### config.mk
export PLATFORM = sky130hd
export DESIGN_NAME = sorted_key_set
export DESIGN_NICKNAME = d
export VERILOG_FILES = /design/src/rtl/core/sks_pkg.sv /design/src/rtl/core/sks_cell.sv /design/src/rtl/core/sks_out_buf.sv /design/src/rtl/core/sorted_key_set.sv
export SDC_FILE = /design/constraint.sdc
export NUM_CORES = 2
export LEC_CHECK = 0
export ABC_AREA = 1
export BUFFER_PORTS_ARGS = -buffer_cell sky130_fd_sc_hd__buf_2
export CAP_MARGIN = 20
export CORE_MARGIN = 4
export CORE_UTILIZATION = 45
export DETAILED_ROUTE_END_ITERATION = 10
export PLACE_DENSITY_LB_ADDON = 0.12
export SLEW_MARGIN = 20
export SYNTH_ARGS = -nofsm -noshare
export SYNTH_HDL_FRONTEND = slang
export SYNTH_SLANG_ARGS = --single-unit
### constraint.sdc
create_clock -name clk -period 4.79 [get_ports clk]
set_clock_uncertainty 0.05 [all_clocks]
set_input_delay 0.479 -clock clk [delete_from_list [all_inputs] [get_ports clk]]
set_output_delay 0.479 -clock clk [all_outputs]
set_load 0.02 [all_outputs]
### src/rtl/core/sks_pkg.sv
// ----------------------------------------------------------------------------
// sks_pkg
// Shared types and constants for the sorted key set: the request and response
// items, the operation and status codes and the control bundle to the cells.
// ----------------------------------------------------------------------------
package sks_pkg;

    // store geometry
    localparam int CAPACITY  = 16;
    localparam int KEY_WIDTH = 32;

    // field widths of the response item
    localparam int POS_W = 4;
    localparam int CNT_W = 5;

    // operation codes
    typedef enum logic [1:0] {
        CMD_SEARCH = 2'd0,
        CMD_INSERT = 2'd1,
        CMD_DELETE = 2'd2,
        CMD_CLEAR  = 2'd3
    } cmd_t;

    // result codes
    typedef enum logic [1:0] {
        ST_OK   = 2'd0,
        ST_MISS = 2'd1,
        ST_DUP  = 2'd2,
        ST_FULL = 2'd3
    } status_t;

    // request item
    typedef struct packed {
        cmd_t                        cmd;
        logic signed [KEY_WIDTH-1:0] key;
    } req_t;

    // response item
    typedef struct packed {
        status_t            status;
        logic [POS_W-1:0]   position;
        logic [CNT_W-1:0]   count;
    } rsp_t;

    // broadcast from the top level to every cell
    typedef struct packed {
        logic                        ins;
        logic                        del;
        logic signed [KEY_WIDTH-1:0] key;
    } cell_ctl_t;

endpackage

### src/rtl/core/sks_cell.sv
// ----------------------------------------------------------------------------
// sks_cell
// One slot of the sorted store. Compares its key with the broadcast key and
// takes its neighbour's key when an insert or delete shifts the row.
// ----------------------------------------------------------------------------
module sks_cell
    import sks_pkg::*;
(
    input  logic                        clk,
    input  cell_ctl_t                   ctl,
    input  logic                        occupied,
    input  logic                        left_lt,
    input  logic signed [KEY_WIDTH-1:0] lower_key,
    input  logic signed [KEY_WIDTH-1:0] upper_key,
    output logic signed [KEY_WIDTH-1:0] key,
    output logic                        lt,
    output logic                        eq
);

    logic signed [KEY_WIDTH-1:0] key_reg;
    logic signed [KEY_WIDTH-1:0] key_next;

    // compare against the broadcast key
    assign lt  = occupied && (key_reg < ctl.key);
    assign eq  = occupied && (key_reg == ctl.key);
    assign key = key_reg;

    // shift up on insert, down on delete, else hold
    always_comb
    begin
        key_next = key_reg;
        if (ctl.ins)
        begin
            if (!left_lt)
            begin
                key_next = lower_key;
            end
            else if (!lt)
            begin
                key_next = ctl.key;
            end
        end
        else if (ctl.del)
        begin
            if (!lt)
            begin
                key_next = upper_key;
            end
        end
    end

    always_ff @(posedge clk)
    begin
        key_reg <= key_next;
    end

endmodule

### src/rtl/core/sks_out_buf.sv
// ----------------------------------------------------------------------------
// sks_out_buf
// Two-entry response buffer: an output register and a skid register, so a
// new item is taken while a finished response waits on a stalled receiver.
// ----------------------------------------------------------------------------
module sks_out_buf
    import sks_pkg::*;
(
    input  logic clk,
    input  logic rst_n,
    input  logic load,
    input  rsp_t din,
    input  logic rsp_stall,
    output logic rsp_valid,
    output rsp_t rsp,
    output logic full
);

    logic main_valid_reg;
    logic main_valid_next;
    rsp_t main_reg;
    rsp_t main_next;
    logic skid_valid_reg;
    logic skid_valid_next;
    rsp_t skid_reg;
    rsp_t skid_next;
    logic take;

    assign take      = main_valid_reg && !rsp_stall;
    assign rsp_valid = main_valid_reg;
    assign rsp       = main_reg;
    assign full      = skid_valid_reg;

    // buffer steering
    always_comb
    begin
        main_valid_next = main_valid_reg;
        main_next       = main_reg;
        skid_valid_next = skid_valid_reg;
        skid_next       = skid_reg;
        if (skid_valid_reg)
        begin
            if (take)
            begin
                main_next       = skid_reg;
                skid_valid_next = 1'b0;
            end
        end
        else if (load)
        begin
            if (main_valid_reg && !take)
            begin
                skid_next       = din;
                skid_valid_next = 1'b1;
            end
            else
            begin
                main_next       = din;
                main_valid_next = 1'b1;
            end
        end
        else if (take)
        begin
            main_valid_next = 1'b0;
        end
    end

    // control state
    always_ff @(posedge clk or negedge rst_n)
    begin
        if (!rst_n)
        begin
            main_valid_reg <= 1'b0;
            skid_valid_reg <= 1'b0;
        end
        else
        begin
            main_valid_reg <= main_valid_next;
            skid_valid_reg <= skid_valid_next;
        end
    end

    // payload
    always_ff @(posedge clk)
    begin
        main_reg <= main_next;
        skid_reg <= skid_next;
    end

endmodule

### src/rtl/core/sorted_key_set.sv
// ----------------------------------------------------------------------------
// sorted_key_set
// Set of distinct signed keys kept in ascending order in a row of cells.
// ----------------------------------------------------------------------------
// Usage:
//   The request channel (req_valid, req_stall, req) carries an operation
//   (search, insert, delete, clear) and a key. The response channel
//   (rsp_valid, rsp_stall, rsp) returns one item per request: status,
//   sorted position and the count after the operation.
//   Every cell compares its key with the request key in the same cycle and
//   takes its neighbour's key on a shift, so one request is done per cycle
//   while req_stall is low. The response is registered in the output buffer;
//   throughput is one item per cycle while the receiver does not stall.
//   A two-entry response buffer lets one more request in while a response
//   is stalled; req_stall rises once both entries are occupied.
//   Reset empties the set (count zero) and drops buffered responses; key
//   cells are not cleared, as only the first count cells are ever compared.
// ----------------------------------------------------------------------------
module sorted_key_set
    import sks_pkg::*;
(
    input  logic clk,
    input  logic rst_n,
    input  logic req_valid,
    output logic req_stall,
    input  req_t req,
    output logic rsp_valid,
    input  logic rsp_stall,
    output rsp_t rsp
);

    logic                        accept;
    logic                        buf_full;
    logic [CNT_W-1:0]            count_reg;
    logic [CNT_W-1:0]            count_next;
    cell_ctl_t                   ctl;
    logic signed [KEY_WIDTH-1:0] cell_key [CAPACITY];
    logic [CAPACITY-1:0]         cell_lt;
    logic [CAPACITY-1:0]         cell_eq;
    logic [CAPACITY-1:0]         boundary;
    logic [POS_W-1:0]            idx;
    logic                        hit;
    logic                        is_full;
    rsp_t                        result;

    assign req_stall = buf_full;
    assign accept    = req_valid && !buf_full;
    assign hit       = |cell_eq;
    assign is_full   = (count_reg == CNT_W'(CAPACITY));

    // row of cells
    for (genvar i = 0; i < CAPACITY; i++)
    begin : g_cell
        logic                        occ;
        logic                        left;
        logic signed [KEY_WIDTH-1:0] lower;
        logic signed [KEY_WIDTH-1:0] upper;

        assign occ = (count_reg > CNT_W'(i));

        if (i == 0)
        begin : g_first
            assign left  = 1'b1;
            assign lower = req.key;
        end
        else
        begin : g_mid
            assign left  = cell_lt[i-1];
            assign lower = cell_key[i-1];
        end

        if (i == CAPACITY - 1)
        begin : g_last
            assign upper = cell_key[i];
        end
        else
        begin : g_inner
            assign upper = cell_key[i+1];
        end

        assign boundary[i] = left && !cell_lt[i];

        sks_cell u_cell (
            .clk       (clk),
            .ctl       (ctl),
            .occupied  (occ),
            .left_lt   (left),
            .lower_key (lower),
            .upper_key (upper),
            .key       (cell_key[i]),
            .lt        (cell_lt[i]),
            .eq        (cell_eq[i])
        );
    end

    // sorted index of the first key not below the request key
    always_comb
    begin
        idx = '0;
        for (int i = 0; i < CAPACITY; i++)
        begin
            if (boundary[i])
            begin
                idx = idx | POS_W'(i);
            end
        end
    end

    // operation decode, count update and response
    always_comb
    begin
        ctl.ins         = 1'b0;
        ctl.del         = 1'b0;
        ctl.key         = req.key;
        count_next      = count_reg;
        result.status   = ST_OK;
        result.position = '0;
        unique case (req.cmd)
            CMD_SEARCH:
            begin
                if (hit)
                begin
                    result.position = idx;
                end
                else
                begin
                    result.status = ST_MISS;
                end
            end
            CMD_INSERT:
            begin
                if (hit)
                begin
                    result.status = ST_DUP;
                end
                else if (is_full)
                begin
                    result.status = ST_FULL;
                end
                else
                begin
                    ctl.ins         = accept;
                    count_next      = count_reg + CNT_W'(1);
                    result.position = idx;
                end
            end
            CMD_DELETE:
            begin
                if (hit)
                begin
                    ctl.del         = accept;
                    count_next      = count_reg - CNT_W'(1);
                    result.position = idx;
                end
                else
                begin
                    result.status = ST_MISS;
                end
            end
            CMD_CLEAR:
            begin
                count_next = '0;
            end
            default:
            begin
                count_next = count_reg;
            end
        endcase
        result.count = count_next;
    end

    // key count
    always_ff @(posedge clk or negedge rst_n)
    begin
        if (!rst_n)
        begin
            count_reg <= '0;
        end
        else if (accept)
        begin
            count_reg <= count_next;
        end
    end

    // response buffer
    sks_out_buf u_out_buf (
        .clk       (clk),
        .rst_n     (rst_n),
        .load      (accept),
        .din       (result),
        .rsp_stall (rsp_stall),
        .rsp_valid (rsp_valid),
        .rsp       (rsp),
        .full      (buf_full)
    );

endmodule
==> results.sh <==
export IMPL_clkPwrFrac_pct=29.8
export IMPL_layoutNonFillerInstCount=6151
export IMPL_critPathLaunchType="flop"
export IMPL_dieArea_um2=97000
export IMPL_ys_flop_type="edfxtp_1"
export IMPL_synthCells=4901
export IMPL_p_sw_mw=5.96
export IMPL_grt_max_degree=139
export IMPL_cts_sinks=541
export IMPL_clk_pin_slew_worst_paths_ns=0.06
export IMPL_crit_fanout=32
export IMPL_worst_pin_slew_ns=1.05
export IMPL_cts_max_level=3
export IMPL_hold_class="in -> reg"
export IMPL_slew_headroom_pct=29.8
export IMPL_pwr_share_seq_pct=38.6
export IMPL_cts_root_buffer="clkbuf_16"
export IMPL_tns_ns=0
export IMPL_synthesis_nets=5456
export IMPL_swShare_pct=35.7
export IMPL_drt_pass1_iterations=6
export IMPL_grt_use_total_pct=22.9
export IMPL_core_region_area_um2=91500
export IMPL_synth_cell_types=44
export IMPL_drt_iter0_drc=2732
export IMPL_peakVddDrop_v=0.000223
export IMPL_grt_pass1_vias=31825
export IMPL_nets=5468
export IMPL_crit_type="reg -> reg"
export IMPL_antenna_found_initial=0
export IMPL_synth_warnings=0
export IMPL_period_minus_slack_ns=4.07
export IMPL_drv_slew=0
export IMPL_max_freq_ghz=0.246
export IMPL_p_comb_share_pct=31.6
export IMPL_finalSetupViolCount=0
export IMPL_drive_gt1_share_pct=10.8
export IMPL_tritoncts="done"
export IMPL_via_per_inst=5.43
export IMPL_p_leak_nw=21.1
export IMPL_clkLatencyLatePin_ns=0.61
export IMPL_regArea_um2=16200
export IMPL_outcome="complete, no violations"
export IMPL_start_util_pct=45.3
export IMPL_cts_resized=0
export IMPL_cts_made_buffers=70
export IMPL_dpl_cell_count=6026
export IMPL_rsz0062_at_grt="no"
export IMPL_critPathSlowestCell="inv_1"
export IMPL_syn_to_final_growth_pct=11.1
export IMPL_critPathRequiredTime_ns=5.09
export IMPL_path_cells="ha_1, inv_1, nor2_1, ha_1, nor2_1, nand3_1, nand2_1, nor2_1, nand2_2, nor2_4, inv_1, nand3_1, nand2_1, inv_1, buf_4, o22ai_4, buf_12"
export IMPL_powerDensity_nw_per_um2=363
export IMPL_io_pins=51
export IMPL_arrival_ns=4.37
export IMPL_syn_mean_instance_area_um2=8.46
export IMPL_synth_edf_count=534
export IMPL_async_flop_share_pct=1.29
export IMPL_synth_most_common_cell="nand2_1"
export IMPL_die_x_um=311
export IMPL_ant_nets=0
export IMPL_maxCapViolCount=0
export IMPL_ys_ff_latch=541
export IMPL_port_buffers=50
export IMPL_vias=33391
export IMPL_end_kind="flop"
export IMPL_die_y_um=311
export IMPL_synth_top_area_share_pct=38.7
export IMPL_fillers=8706
export IMPL_dp_hpwl_um=87800
export IMPL_clk_path_buf_depth=3
export IMPL_holdWs_ns=0.133
export IMPL_n_antenna_cell=0
export IMPL_yosys_top_cells_area="edfxtp_1, ha_1, nand2_1"
export IMPL_routabilityCongestion=0.881
export IMPL_grt_overflow=0
export IMPL_hold_viol=0
export IMPL_multi_input_area_um2=22100
export IMPL_cpPeakStageDelay_ns=0.57
export IMPL_intPower_mw=10.7
export IMPL_seq_area_frac_synth_pct=39.1
export IMPL_drt_total_wl_um=113000
export IMPL_rows=111
export IMPL_synth_commonest_cells="nand2_1, inv_1, edfxtp_1, ha_1, o21ai_0"
export IMPL_grt_pass1_wl_um=179000
export IMPL_fin_crit_sh_pct=85.0
export IMPL_routedWlPerCell_um=18.4
export IMPL_synth_area_leader_cell="edfxtp_1"
export IMPL_largest_reg_flops=512
export IMPL_remaining_drc_errors=0
export IMPL_synth_area_um2=41400
## power groups by stage
stage / clock, mW / combinational, mW / sequential, mW
CTS: 5.10 / 5.28 / 6.45
finish: 4.97 / 5.27 / 6.45
global placement: 0 / 5.19 / 6.53
detailed placement: 0 / 5.24 / 6.54
global route: 5.30 / 5.99 / 6.51
floorplan: 0 / 3.58 / 6.54
## cells by family after synthesis
group                    synth area share (%)
AND/OR/NAND/NOR                          16.7
buffers and inverters                    8.32
AO/OA/AOI/OAI                            20.2
flip-flops                               39.1
XOR/XNOR                               0.0423
adder cells (fa/ha/maj)                  15.6
## layout make-up
| type | instances | share of cell area, % |
|---|---|---|
| Inverter | 575 | 4.69 |
| Clock inverter | 29 | 0.429 |
| Timing Repair Buffer | 189 | 4.34 |
| Tap cell | 1186 | 3.22 |
| Sequential cell | 541 | 35.2 |
| Multi-Input combinational cell | 3536 | 48.0 |
| Clock buffer | 95 | 4.14 |
## stage by stage
step	total power [mW]	util, %	instance area, um^2	setup WS [ns]
floorplan	10.1	-	41400	-0.207
global placement	11.7	48.0	43900	0.401
detailed placement	11.8	48.0	43900	0.329
CTS	16.8	50.3	46000	0.833
global route	17.8	50.3	46000	0.564
finish	16.7	50.3	46000	0.717
## routing by layer
metal  vias up  track usage [%]  part of all wire (%)
met1     15425             34.2                    49
met2       798             34.9                    43
met3       132             2.65                   5.2
met4         0             6.29                   2.5
met5         -                0                     0
li1      17036                -                     -
## critical path, delay by kind of cell (launching register included)
kind / cells / cell delay, ns
DFF: 1 / 0.52
buffers and inverters: 5 / 1.23
AOI/OAI and AO/OA: 1 / 0.08
adders and majority gates: 2 / 0.57
and+or+nand+nor: 9 / 1.34
## placed cells by master, fill, tap and decap left out, types with 21 or more instances in the layout
cell type and count:
o211ai_2 100, inv_1 564, clkbuf_1 21, buf_12 56
clkbuf_16 72, nand2_1 1353, a21oi_1 243, nand4_1 45
ha_1 517, edfxtp_1 534, nor2_1 189, o21ai_0 409
nor3_1 23, o21a_1 29, nand3_1 89, o21ai_2 104
o21ai_1 72, buf_4 82, o211ai_1 277, buf_2 50
## repair_timing
| item | CTS | global route |
|---|---|---|
| hold buffers | 1 | 0 |
| hold endpoints to repair | 7 | 0 |
| setup buffers | 0 | 0 |
## path summary, 6_finish.rpt
kind | start | endpoint | slack, ns | cells after the start
hold / removal | rsp_stall | u_out_buf.rsp_valid | 0.13 | 3
setup / recovery | count_reg[1] | g_cell[8].u_cell.key[7] | 0.72 | 17
hold reg to reg | u_out_buf.skid_reg[7] | u_out_buf.rsp[7] | 0.47 | 2
min in group asynchronous | rst_n | u_out_buf.full | 0.21 | 2
max in group asynchronous | rst_n | count_reg[3] | 4.30 | 2
setup reg to reg | count_reg[1] | g_cell[8].u_cell.key[7] | 0.72 | 17
Note: power is estimated with default switching activity, not from simulation.
